==> config.mk <==
export PLATFORM = sky130hd
export DESIGN_NAME = stable_reading_detector
export DESIGN_NICKNAME = d
export VERILOG_FILES = /design/src/design/srd_pkg.sv /design/src/design/srd_window.sv /design/src/design/srd_divider.sv /design/src/design/stable_reading_detector.sv
export SDC_FILE = /design/constraint.sdc
export NUM_CORES = 1
export LEC_CHECK = 0
export ABC_AREA = 0
export BUFFER_PORTS_ARGS = -buffer_cell sky130_fd_sc_hd__clkbuf_2
export CORE_ASPECT_RATIO = 1.2
export CORE_MARGIN = 5
export CORE_UTILIZATION = 30
export DETAILED_ROUTE_END_ITERATION = 16
export PLACE_DENSITY = 0.47
export SETUP_SLACK_MARGIN = 0.15
export SLEW_MARGIN = 30
export SYNTH_ARGS = -nofsm -noshare
export SYNTH_HDL_FRONTEND = slang
export SYNTH_SLANG_ARGS = --single-unit
==> constraint.sdc <==
create_clock -name clk -period 16 [get_ports clk]
set_clock_uncertainty 0.15 [all_clocks]
set_input_delay 1.6 -clock clk [delete_from_list [all_inputs] [get_ports clk]]
set_output_delay 1.6 -clock clk [all_outputs]
set_load 0.01 [all_outputs]
==> src/design/srd_pkg.sv <==
// Shared types and constants for the stable reading detector.
// No dependencies; every other design file refers to this package by scoped names.
`default_nettype none

package srd_pkg;

    // Defaults for the top-level parameters
    localparam int WINDOW_LEN_DEF   = 5;
    localparam int SAMPLE_WIDTH_DEF = 16;

    // Band register
    localparam int              BAND_W     = 15;
    localparam logic [BAND_W-1:0] BAND_RESET = 15'd16;

    // Consecutive misses that restart the window
    localparam int MISS_W     = 2;
    localparam int MISS_LIMIT = 3;

    // Quotient bits resolved per divider cycle
    localparam int DIV_STEP_BITS = 4;

    // Configuration bus
    localparam int   APB_ADDR_W   = 3;
    localparam int   APB_DATA_W   = 32;
    localparam logic REG_IDX_BAND = 1'b0;

    // Sequencer states
    typedef enum logic [2:0] {
        ST_IDLE,
        ST_CHECK,
        ST_START,
        ST_DIVIDE,
        ST_DONE
    } srd_state_t;

    // Window update request
    typedef struct packed {
        logic push;
        logic reseed;
    } srd_win_cmd_t;

endpackage

`default_nettype wire

==> src/design/srd_window.sv <==
// Sample window: entries, fill count, write slot and running sum.
// Depends on srd_pkg for the update command struct.
`default_nettype none

module srd_window #(
    parameter int WINDOW_LEN   = srd_pkg::WINDOW_LEN_DEF,
    parameter int SAMPLE_WIDTH = srd_pkg::SAMPLE_WIDTH_DEF,
    localparam int SUM_W = SAMPLE_WIDTH + $clog2(WINDOW_LEN),
    localparam int CNT_W = $clog2(WINDOW_LEN + 1)
) (
    input  wire logic                           clk,
    input  wire logic                           rst_n,
    input  wire srd_pkg::srd_win_cmd_t          cmd,
    input  wire logic signed [SAMPLE_WIDTH-1:0] sample,
    output logic signed [SUM_W-1:0]             sum,
    output logic [CNT_W-1:0]                    fill
);

    localparam int IDX_W = $clog2(WINDOW_LEN);

    logic signed [SAMPLE_WIDTH-1:0] entry_reg [WINDOW_LEN];
    logic signed [SUM_W-1:0]        sum_reg;
    logic signed [SUM_W-1:0]        sum_next;
    logic [CNT_W-1:0]               fill_reg;
    logic [CNT_W-1:0]               fill_next;
    logic [IDX_W-1:0]               slot_reg;
    logic [IDX_W-1:0]               slot_next;
    logic signed [SAMPLE_WIDTH-1:0] old_entry;
    logic signed [SUM_W-1:0]        sample_ext;
    logic signed [SUM_W-1:0]        old_ext;

    // Entry that the new sample replaces
    assign old_entry  = entry_reg[slot_reg];
    assign sample_ext = SUM_W'(sample);
    assign old_ext    = SUM_W'(old_entry);

    // Next sum, fill and slot
    always_comb
    begin
        sum_next  = sum_reg;
        fill_next = fill_reg;
        slot_next = slot_reg;
        if (cmd.reseed)
        begin
            sum_next  = sample_ext;
            fill_next = CNT_W'(1);
            slot_next = IDX_W'(1);
        end
        else if (cmd.push)
        begin
            sum_next = sum_reg + sample_ext - old_ext;
            if (fill_reg != CNT_W'(WINDOW_LEN))
            begin
                fill_next = fill_reg + CNT_W'(1);
            end
            if (slot_reg == IDX_W'(WINDOW_LEN - 1))
            begin
                slot_next = '0;
            end
            else
            begin
                slot_next = slot_reg + IDX_W'(1);
            end
        end
    end

    // Hold the window
    always_ff @(posedge clk or negedge rst_n)
    begin
        if (!rst_n)
        begin
            for (int i = 0; i < WINDOW_LEN; i++)
            begin
                entry_reg[i] <= '0;
            end
            sum_reg  <= '0;
            fill_reg <= '0;
            slot_reg <= '0;
        end
        else
        begin
            for (int i = 0; i < WINDOW_LEN; i++)
            begin
                if (cmd.reseed)
                begin
                    entry_reg[i] <= (i == 0) ? sample : '0;
                end
                else if (cmd.push && (slot_reg == IDX_W'(i)))
                begin
                    entry_reg[i] <= sample;
                end
            end
            sum_reg  <= sum_next;
            fill_reg <= fill_next;
            slot_reg <= slot_next;
        end
    end

    assign sum  = sum_reg;
    assign fill = fill_reg;

endmodule

`default_nettype wire

==> src/design/srd_divider.sv <==
// Iterative signed divider: window sum over fill count, truncated toward zero.
// Resolves srd_pkg::DIV_STEP_BITS quotient bits per cycle with one narrow subtractor chain.
`default_nettype none

module srd_divider #(
    parameter int WINDOW_LEN   = srd_pkg::WINDOW_LEN_DEF,
    parameter int SAMPLE_WIDTH = srd_pkg::SAMPLE_WIDTH_DEF,
    localparam int SUM_W = SAMPLE_WIDTH + $clog2(WINDOW_LEN),
    localparam int CNT_W = $clog2(WINDOW_LEN + 1)
) (
    input  wire logic                    clk,
    input  wire logic                    rst_n,
    input  wire logic                    start,
    input  wire logic signed [SUM_W-1:0] dividend,
    input  wire logic [CNT_W-1:0]        divisor,
    output logic                         done,
    output logic signed [SAMPLE_WIDTH-1:0] quotient
);

    localparam int STEP_BITS = srd_pkg::DIV_STEP_BITS;
    localparam int DIV_W     = ((SUM_W + STEP_BITS - 1) / STEP_BITS) * STEP_BITS;
    localparam int STEPS     = DIV_W / STEP_BITS;
    localparam int STEP_CW   = (STEPS > 1) ? $clog2(STEPS) : 1;

    logic [DIV_W-1:0]   work_reg;
    logic [DIV_W-1:0]   work_next;
    logic [CNT_W-1:0]   rem_reg;
    logic [CNT_W-1:0]   rem_next;
    logic [CNT_W-1:0]   div_reg;
    logic               neg_reg;
    logic               busy_reg;
    logic               done_reg;
    logic [STEP_CW-1:0] step_reg;
    logic [SUM_W-1:0]   dvd_u;
    logic [SUM_W-1:0]   mag;
    logic [SUM_W-1:0]   q_mag;
    logic [SUM_W-1:0]   q_signed;
    logic [CNT_W:0]     trial;

    // Magnitude of the dividend
    assign dvd_u = dividend;
    assign mag   = dvd_u[SUM_W-1] ? (~dvd_u + SUM_W'(1)) : dvd_u;

    // One step of restoring division: shift dividend bits into the remainder, quotient bits into the work register
    always_comb
    begin
        work_next = work_reg;
        rem_next  = rem_reg;
        trial     = '0;
        for (int k = 0; k < STEP_BITS; k++)
        begin
            trial     = {rem_next, work_next[DIV_W-1]};
            work_next = {work_next[DIV_W-2:0], 1'b0};
            if (trial >= {1'b0, div_reg})
            begin
                trial        = trial - {1'b0, div_reg};
                work_next[0] = 1'b1;
            end
            rem_next = trial[CNT_W-1:0];
        end
    end

    // Sequence the steps
    always_ff @(posedge clk or negedge rst_n)
    begin
        if (!rst_n)
        begin
            busy_reg <= 1'b0;
            done_reg <= 1'b0;
            step_reg <= '0;
        end
        else
        begin
            done_reg <= 1'b0;
            if (start)
            begin
                busy_reg <= 1'b1;
                step_reg <= '0;
            end
            else if (busy_reg)
            begin
                step_reg <= step_reg + STEP_CW'(1);
                if (step_reg == STEP_CW'(STEPS - 1))
                begin
                    busy_reg <= 1'b0;
                    done_reg <= 1'b1;
                end
            end
        end
    end

    // Operand and partial result registers
    always_ff @(posedge clk)
    begin
        if (start)
        begin
            work_reg <= DIV_W'(mag);
            rem_reg  <= '0;
            div_reg  <= divisor;
            neg_reg  <= dvd_u[SUM_W-1];
        end
        else if (busy_reg)
        begin
            work_reg <= work_next;
            rem_reg  <= rem_next;
        end
    end

    // Restore the sign; the average always fits the sample width
    assign q_mag    = work_reg[SUM_W-1:0];
    assign q_signed = neg_reg ? (~q_mag + SUM_W'(1)) : q_mag;
    assign quotient = q_signed[SAMPLE_WIDTH-1:0];
    assign done     = done_reg;

endmodule

`default_nettype wire

==> src/design/stable_reading_detector.sv <==
// Stable reading detector: band check, miss counting and running average sequencer.
// Depends on srd_pkg, srd_window and srd_divider.
//
// Usage:
//   Input items arrive on s_tvalid/s_tready/s_tdata, one signed sample each.
//   Every input item yields exactly one result item on m_tvalid/m_tready with
//   the running average in m_tdata and the stable flag in m_tuser.
//   band_width is written over the APB port at byte address 0; the user must
//   do so only while idle, as the block itself does not enforce it. A sample
//   inside the band passes through the check, the start and the divider, which
//   resolves four quotient bits per cycle, then the result load; a sample
//   outside the band goes from the check straight to the result load.
//   The result appears in the output register at the same edge at which
//   s_tready returns high. The output register holds a result until it is taken;
//   while it is stalled the block still accepts and works on the next item
//   and waits only when that item's result is ready to load.
//   Reset clears the window, fill count, average, slot and miss count and
//   sets band_width to 16; no result is pending after reset.
`default_nettype none

module stable_reading_detector #(
    parameter int WINDOW_LEN   = srd_pkg::WINDOW_LEN_DEF,
    parameter int SAMPLE_WIDTH = srd_pkg::SAMPLE_WIDTH_DEF,
    localparam int DATA_W = ((SAMPLE_WIDTH + 7) / 8) * 8
) (
    input  wire logic                            clk,
    input  wire logic                            rst_n,
    // Input stream
    input  wire logic                            s_tvalid,
    output logic                                 s_tready,
    input  wire logic [DATA_W-1:0]               s_tdata,   // [SAMPLE_WIDTH-1:0] sample
    // Result stream
    output logic                                 m_tvalid,
    input  wire logic                            m_tready,
    output logic [DATA_W-1:0]                    m_tdata,   // [SAMPLE_WIDTH-1:0] average
    output logic                                 m_tuser,   // [0] stable
    // Configuration
    input  wire logic                            psel,
    input  wire logic                            penable,
    input  wire logic                            pwrite,
    input  wire logic [srd_pkg::APB_ADDR_W-1:0]  paddr,
    input  wire logic [srd_pkg::APB_DATA_W-1:0]  pwdata,
    output logic [srd_pkg::APB_DATA_W-1:0]       prdata,
    output logic                                 pready
);

    localparam int SUM_W  = SAMPLE_WIDTH + $clog2(WINDOW_LEN);
    localparam int CNT_W  = $clog2(WINDOW_LEN + 1);
    localparam int BAND_W = srd_pkg::BAND_W;
    localparam int MISS_W = srd_pkg::MISS_W;
    localparam int CMP_W  = ((SAMPLE_WIDTH > BAND_W) ? SAMPLE_WIDTH : BAND_W) + 2;

    srd_pkg::srd_state_t            state_reg;
    srd_pkg::srd_state_t            state_next;
    logic signed [SAMPLE_WIDTH-1:0] sample_reg;
    logic signed [SAMPLE_WIDTH-1:0] avg_reg;
    logic signed [SAMPLE_WIDTH-1:0] avg_next;
    logic                           stable_reg;
    logic                           stable_next;
    logic [MISS_W-1:0]              miss_reg;
    logic [MISS_W-1:0]              miss_next;
    logic [BAND_W-1:0]              band_reg;
    logic                           m_tvalid_reg;
    logic                           m_tvalid_next;
    logic [DATA_W-1:0]              m_tdata_reg;
    logic                           m_tuser_reg;
    logic                           load_out;
    logic                           in_accept;
    logic                           cfg_write;
    logic                           div_start;
    logic                           div_done;
    logic signed [SAMPLE_WIDTH-1:0] div_quotient;
    logic signed [SUM_W-1:0]        win_sum;
    logic [CNT_W-1:0]               win_fill;
    srd_pkg::srd_win_cmd_t          win_cmd;
    logic signed [CMP_W-1:0]        sample_ext;
    logic signed [CMP_W-1:0]        avg_ext;
    logic signed [CMP_W-1:0]        band_ext;
    logic signed [CMP_W-1:0]        upper;
    logic signed [CMP_W-1:0]        lower;
    logic                           in_band;

    // Configuration port
    assign pready    = 1'b1;
    assign cfg_write = psel && penable && pwrite && pready
                       && (paddr[2] == srd_pkg::REG_IDX_BAND);
    assign prdata    = (paddr[2] == srd_pkg::REG_IDX_BAND)
                       ? {{(srd_pkg::APB_DATA_W - BAND_W){1'b0}}, band_reg} : '0;

    always_ff @(posedge clk or negedge rst_n)
    begin
        if (!rst_n)
        begin
            band_reg <= srd_pkg::BAND_RESET;
        end
        else if (cfg_write)
        begin
            band_reg <= pwdata[BAND_W-1:0];
        end
    end

    // Band check: strictly inside (avg - band, avg + band)
    assign sample_ext = CMP_W'(sample_reg);
    assign avg_ext    = CMP_W'(avg_reg);
    assign band_ext   = $signed({{(CMP_W - BAND_W){1'b0}}, band_reg});
    assign upper      = avg_ext + band_ext;
    assign lower      = avg_ext - band_ext;
    assign in_band    = (sample_ext < upper) && (sample_ext > lower);

    assign in_accept = s_tvalid && s_tready;
    assign s_tready  = (state_reg == srd_pkg::ST_IDLE);
    assign load_out  = (state_reg == srd_pkg::ST_DONE) && (!m_tvalid_reg || m_tready);

    // Sequencer
    always_comb
    begin
        state_next     = state_reg;
        avg_next       = avg_reg;
        stable_next    = stable_reg;
        miss_next      = miss_reg;
        win_cmd.push   = 1'b0;
        win_cmd.reseed = 1'b0;
        div_start      = 1'b0;
        case (state_reg)
            srd_pkg::ST_IDLE:
            begin
                if (in_accept)
                begin
                    state_next = srd_pkg::ST_CHECK;
                end
            end
            srd_pkg::ST_CHECK:
            begin
                if (in_band)
                begin
                    win_cmd.push = 1'b1;
                    stable_next  = (win_fill > CNT_W'(1));
                    miss_next    = '0;
                    state_next   = srd_pkg::ST_START;
                end
                else
                begin
                    stable_next = 1'b0;
                    state_next  = srd_pkg::ST_DONE;
                    if (miss_reg == MISS_W'(srd_pkg::MISS_LIMIT - 1))
                    begin
                        win_cmd.reseed = 1'b1;
                        avg_next       = sample_reg;
                        miss_next      = '0;
                    end
                    else
                    begin
                        miss_next = miss_reg + MISS_W'(1);
                    end
                end
            end
            srd_pkg::ST_START:
            begin
                div_start  = 1'b1;
                state_next = srd_pkg::ST_DIVIDE;
            end
            srd_pkg::ST_DIVIDE:
            begin
                if (div_done)
                begin
                    avg_next   = div_quotient;
                    state_next = srd_pkg::ST_DONE;
                end
            end
            srd_pkg::ST_DONE:
            begin
                if (load_out)
                begin
                    state_next = srd_pkg::ST_IDLE;
                end
            end
            default:
            begin
                state_next = srd_pkg::ST_IDLE;
            end
        endcase
    end

    // Output register valid
    always_comb
    begin
        m_tvalid_next = m_tvalid_reg;
        if (load_out)
        begin
            m_tvalid_next = 1'b1;
        end
        else if (m_tready)
        begin
            m_tvalid_next = 1'b0;
        end
    end

    // Control and state registers
    always_ff @(posedge clk or negedge rst_n)
    begin
        if (!rst_n)
        begin
            state_reg    <= srd_pkg::ST_IDLE;
            avg_reg      <= '0;
            stable_reg   <= 1'b0;
            miss_reg     <= '0;
            m_tvalid_reg <= 1'b0;
        end
        else
        begin
            state_reg    <= state_next;
            avg_reg      <= avg_next;
            stable_reg   <= stable_next;
            miss_reg     <= miss_next;
            m_tvalid_reg <= m_tvalid_next;
        end
    end

    // Payload registers
    always_ff @(posedge clk)
    begin
        if (in_accept)
        begin
            sample_reg <= s_tdata[SAMPLE_WIDTH-1:0];
        end
        if (load_out)
        begin
            m_tdata_reg <= DATA_W'($unsigned(avg_reg));
            m_tuser_reg <= stable_reg;
        end
    end

    assign m_tvalid = m_tvalid_reg;
    assign m_tdata  = m_tdata_reg;
    assign m_tuser  = m_tuser_reg;

    // Window store
    srd_window #(
        .WINDOW_LEN   (WINDOW_LEN),
        .SAMPLE_WIDTH (SAMPLE_WIDTH)
    ) u_window (
        .clk    (clk),
        .rst_n  (rst_n),
        .cmd    (win_cmd),
        .sample (sample_reg),
        .sum    (win_sum),
        .fill   (win_fill)
    );

    // Iterative divider
    srd_divider #(
        .WINDOW_LEN   (WINDOW_LEN),
        .SAMPLE_WIDTH (SAMPLE_WIDTH)
    ) u_divider (
        .clk      (clk),
        .rst_n    (rst_n),
        .start    (div_start),
        .dividend (win_sum),
        .divisor  (win_fill),
        .done     (div_done),
        .quotient (div_quotient)
    );

    // Checks
    a_busy_after_accept: assert property (@(posedge clk) disable iff (!rst_n)
        in_accept |=> !s_tready)
        else $error("input accepted again while an item is in progress");

    a_miss_bound: assert property (@(posedge clk) disable iff (!rst_n)
        miss_reg <= MISS_W'(srd_pkg::MISS_LIMIT - 1))
        else $error("miss count passed the restart limit");

    a_fill_bound: assert property (@(posedge clk) disable iff (!rst_n)
        win_fill <= CNT_W'(WINDOW_LEN))
        else $error("fill count beyond window length");

    a_div_done_state: assert property (@(posedge clk) disable iff (!rst_n)
        div_done |-> (state_reg == srd_pkg::ST_DIVIDE))
        else $error("divider finished outside the divide state");

endmodule

`default_nettype wire

---- After elaboration in Yosys (flattened, before gate mapping) ----
Cells that the tools add are included.
cells by class
  $add $sub $neg .......................... 14
  magnitude comparators ................... 8
  equality and inequality tests ........... 16
  muxes and demuxes ....................... 61
  bitwise operators ....................... 4
  reductions and logical operators ........ 28
operators by type and width
  kind                     number
  $mux W16                 16
  $mux W19                 5
  $bmux W16 S3             1
  $mux W3                  16
  $pmux W16 S2             1
  $reduce_bool A2 Y1       10
  $add A19 B1 Y19 const B  1
  $add A19 B16 Y19         1
  $not A19 Y19             1
  $sub A19 B16 Y19         1
  $add A16 B16 Y17         1
  $gt A16 B17 Y1           1
  $lt A16 B17 Y1           1
  $mux W1                  17
  $sub A16 B16 Y17         1
  $add A16 B1 Y16 const B  1
  $ge A4 B3 Y1             4
  $not A16 Y16             1
  $mux W15                 1
  $pmux W3 S5              1
  $eq A3 B2 Y1 const B     4
  $sub A3 B3 Y3            4
  $logic_and A1 B1 Y1      11
  $add A3 B1 Y3 const B    3
  18 further kinds         27
word-level totals
  register bits after elaboration ......... 208
  output and inout bits ................... 52

---- Logic depth before layout (Yosys ltp) ----
  depth in word-level cells ............... 10
  depth in mapped cells ................... 27

---- By module ----
Synthesis repeated with hierarchy kept, for this count alone.
unflattened totals
  cells, all modules ...................... 1455
  area, all modules ....................... 14019.7 um^2
modules (own cells, without submodules)
  module                   instances  cells an instance  area each (um^2)
  srd_window               1          677                6224.7
  stable_reading_detector  1          514                5250.0
  srd_divider              1          264                2544.9

---- Worst setup path after synthesis ----
No wires, ideal clock.
  path type ............................... register -> register
  start point ............................. reg u_divider.div_reg[1]
  end point ............................... reg u_divider.rem_reg[0]
  library setup time ...................... 0.070 ns
  arrival time ............................ 5.350 ns
  required time ........................... 15.780 ns
  slack ................................... 10.430 ns
  cell stages (with the launch flop) ...... 24
  path buffers ............................ 0
  path through ............................ edfxtp_1 inv_1 fa_1 and2_1 o31ai_1 inv_1 ha_1 a21bo_2 a21oi_1 o21ai_4 o21ai_0 inv_1 ha_1 nand2_1 nand2_1 a21o_1 or2_4 a21oi_1 ha_1 a21o_1 a21o_1 a211oi_2 mux2_2 a21oi_1
between the ends
  cells in the longest elaborated chain, start to end .. 8
ends and longest elaborated chain
  what                                           RTL line                              text
  start: declaration                             srd_divider.sv:29                     logic [CNT_W-1:0] div_reg;
  start signal: assignment                       srd_divider.sv:99                     div_reg <= divisor;
  $ge A4 B3 Y1 or $sub A3 B3 Y3 (tied branches)  srd_divider.sv:54, srd_divider.sv:56
  $mux W3                                        srd_divider.sv:54                     if (trial >= {1'b0, div_reg})
  $ge A4 B3 Y1 or $sub A3 B3 Y3 (tied branches)  srd_divider.sv:54, srd_divider.sv:56
  $mux W3                                        srd_divider.sv:54
  $ge A4 B3 Y1 or $sub A3 B3 Y3 (tied branches)  srd_divider.sv:54, srd_divider.sv:56
  $mux W3                                        srd_divider.sv:54
  $ge A4 B3 Y1 *                                 srd_divider.sv:54
  $mux W3 *                                      srd_divider.sv:54
  end signal: assignment                         srd_divider.sv:105                    rem_reg <= rem_next;
  end: declaration                               srd_divider.sv:27                     logic [CNT_W-1:0] rem_reg;
Every way passes the cells marked *; elsewhere a longest branch is shown, timed or not.
A chain may end at the register's enable or synchronous reset.

---- Worst setup path in the final report ----
Ends and elaborated chain as after synthesis.

==> summary.md <==
| Metric | Value |
|---|---|
| Maximum clock path buffer count | 3 |
| Global route overflow | 0 |
| GRT busiest layer | met2 |
| Worst stage delay on the critical path | 550 ps |
| GRT Overall Usage | between 10% and 20% |
| Initial DRC Count | 417 |
| Hold Fails Final Rpt | 0 |
| Rows | 86 |
| CP Capture Type | flop |
| Seq/Total Area, Yosys | 39.2% |
| Min Clock Period, post-route | roughly 6400 ps |
| # DRC | 0 |
| Slew @ Worst Pin | 939 ps |
| Clock latency on the worst-skew pair | around 540 ps |
| Die area | between 50000 and 60000 um2 |
| Initial antenna violation count | 0 |
| Clk pin slew, worst setup/hold paths | around 60 ps |
| Vias | 9949 |
| Total Power | 0.00399 W |
| DP Area | 14800 um2 |
| Port-buffer cells | 72 |
| Placed cells | 2031 |
| Crit-path slowest cell | a211oi_2 |
| FF+latch count, synth | 208 |
| Final period util | 40.0% |
| Grt met3 use | 1.91% |
| Outcome | complete, no violations |
| DRT Wirelength | 37900 um |
| First-pass GRT wire length | 58600 um |
| Mapped Area | 14000 um2 |
| H-tree levels | 1 |
| Layout cells sized above 1 | 14.5% |
| Non-Filler Cell Area, Final | 15500 um2 |
| Vias in the first global route | roughly 10000 |
| CP required | 16300 ps |
| Largest register FFs | 80 |
| Synth unique cells | 88 |
| Layout area overhead | 11.3% |
| Pwr dens | between 200 and 300 nW/um2 |
| Setup violators final | 0 |
| Final Max Tran Viols | 0 |
| Synth async-reset ratio | 71.2% |
| PostCTS Resize Cnt | 0 |
| Fillers | ~4700 |
| Fmax | around 160 MHz |
| # IOs | 110 |
| RSZ-0062 raised after global routing | no |
| Core Region | around 46000 um2 |
| Worst Path Class, Setup | reg -> reg |
| Detail Placement HPWL | roughly 28000 um |
| Leak Pwr | 7.03 nW |
| Root Driver | clkbuf_16 |
| Worst Path Arrival | 6710 ps |
| Drt first pass iters | 7 |
| Synth Flop Type | dfrtp_1 |
| Max-slew headroom | 37.4% |
| Hold Buf Count CTS | 0 |
| Worst min-delay path class | reg -> reg |
| Number of synthesized flops with an enable pin | 56 |
| Kind of start point of the critical path | flop |
| Max VDD drop | roughly 0.00010 V |
| WHS | 351 ps |
| CTS Buf Count | 24 |
| Nets | between 1500 and 2000 |
| Routed len/inst | 18.3 um |
| Leading cell type in the layout, fill and taps excluded | dfrtp_1 |
| Initial Utilization | 30.4% |
| Clock Sinks | between 200 and 250 |
| Crit path max fanout | 6 |
| Via-to-Cell Ratio | 4.80 |
| Fin cells | between 2000 and 2500 |
| Largest net degree at the start of global routing | 101 |
| Chip Height | roughly 250 um |
| Leading cell types in the layout, fill and taps excluded | dfrtp_1, nor2_1, inv_1, nand2_1, ha_1 |
| Met1 usage | 18.9% |
| Max-capacitance violation count | 0 |
| CP Cell Sequence | inv_1, fa_1, a21o_1, a21oi_1, mux2i_1, inv_1, ha_1, a21oi_1, o21ai_4, o21ai_0, inv_1, ha_1, nand2_1, nand2_1, a21o_1, or2_4, a21oi_1, ha_1, a21o_1, a21o_1, a211oi_2, mux2_2, a21oi_1 |
| Chip width | 207 um |
| Clock tree from TritonCTS | built |
| Synth warn | 0 |
| Routability congestion estimate | 0.803 |
| Remaining antenna violation count after routing | 0 |
| M2 GR Usage | 25.9% |
| Fin Setup TNS | 0 ps |
| Cells after synthesis | 1400 |
| Post-CTS setup buffers | 0 |
| Synthesized area per cell | between 9 and 10 um2 |
| Antenna cells | 0 |
==> cell usage after synthesis, types with 7 or more instances <==
master    count  area (um2)
nand4_1       8        50.1
nor2_1      129         484
a21o_1       10        75.1
ha_1        106        1330
a21oi_1      76         380
inv_1       124         465
nand2b_1     14        87.6
nor2b_1      10        62.6
mux2_4       10         150
o21ai_0      70         350
a211oi_1      7        52.6
xor2_1       33         289
clkbuf_1     44         165
mux2i_1      61         611
nor3_1       25         125
edfxtp_1     56        1680
nand2_1     122         458
mux4_2       15         338
or3_1         8        50.1
and3_1       10        62.6
mux2_2       29         327
buf_2        14        70.1
buf_4        22         165
o31ai_1       9        67.6
nand3_1      15        75.1
buf_6         7        78.8
a22o_1       16         140
a22oi_1       9        67.6
dfrtp_1     147        3680
a221o_1       7        70.1
fa_1         24         480
o21a_1       13        97.6
o211ai_1      7        52.6
xnor2_1      39         342
==> layout make-up <==
| type | instances | area [um2] | area share [%] |
|---|---|---|---|
| Inverter | 124 | 465 | 3.00 |
| Sequential cell | 208 | 5470 | 35.2 |
| Multi-Input combinational cell | 995 | 7610 | 49.0 |
| Clock inverter | 10 | 66.3 | 0.427 |
| Tap cell | 616 | 771 | 4.96 |
| Timing Repair Buffer | 88 | 490 | 3.16 |
| Clock buffer | 33 | 664 | 4.28 |
==> where the power goes <==
| group | internal (W) | leakage, nW | switching, W | total, W |
|---|---|---|---|---|
| logic | 0.00109 | 4.20 | 0.00140 | 0.00249 |
| registers | 0.000778 | 2.46 | 0.000206 | 0.000984 |
| clock network | 0.000292 | 0.366 | 0.000227 | 0.000519 |
==> cells by family after synthesis <==
family	Yosys count	synth area share [%]
buffers and inverters	213	6.82
multiplexers	117	10.4
flip-flops	208	39.2
AO/OA/AOI/OAI	279	13.6
adder cells (fa/ha/maj)	130	12.9
other	2	0.0538
AND/OR/NAND/NOR	379	12.5
XOR/XNOR	72	4.52
==> metrics by stage <==
step,worst slack [ps],utilization (%)
2_1_floorplan,10430,-
3_5_place_dp,9490,32.2
5_1_grt,9100,33.8
3_3_place_gp,9580,32.2
4_1_cts,9460,33.8
6_report,9590,33.8
==> routing by layer <==
layer	part of all wire [%]	vias up
li1	-	4916
met1	43	4828
met2	51	157
met3	3.8	48
met4	2.7	0
met5	0	-
==> critical path: cells and delay by family, from the launching register on <==
family	cells	cell delay [ps]
buf+inv	3	350
compound gates	11	2880
simple gates	3	400
fa+ha+maj	4	1380
flops	1	440
mux	2	730
==> path summary, 6_finish.rpt <==
| kind | startpoint | endpoint | slack [ps] | cells after the start |
|---|---|---|---|---|
| worst max register to register | u_divider.div_reg[1] | u_divider.rem_reg[0] | 9590 | 23 |
| worst max-delay path | u_divider.div_reg[1] | u_divider.rem_reg[0] | 9590 | 23 |
| min in group asynchronous | rst_n | u_window.entry_reg[54] | 940 | 1 |
| max in group asynchronous | rst_n | band_reg[6] | 13600 | 2 |
| worst min register to register | stable_reg | m_tuser | 350 | 0 |
| worst min-delay path | stable_reg | m_tuser | 350 | 0 |
No activity file was read; power rests on OpenSTA's default activity.
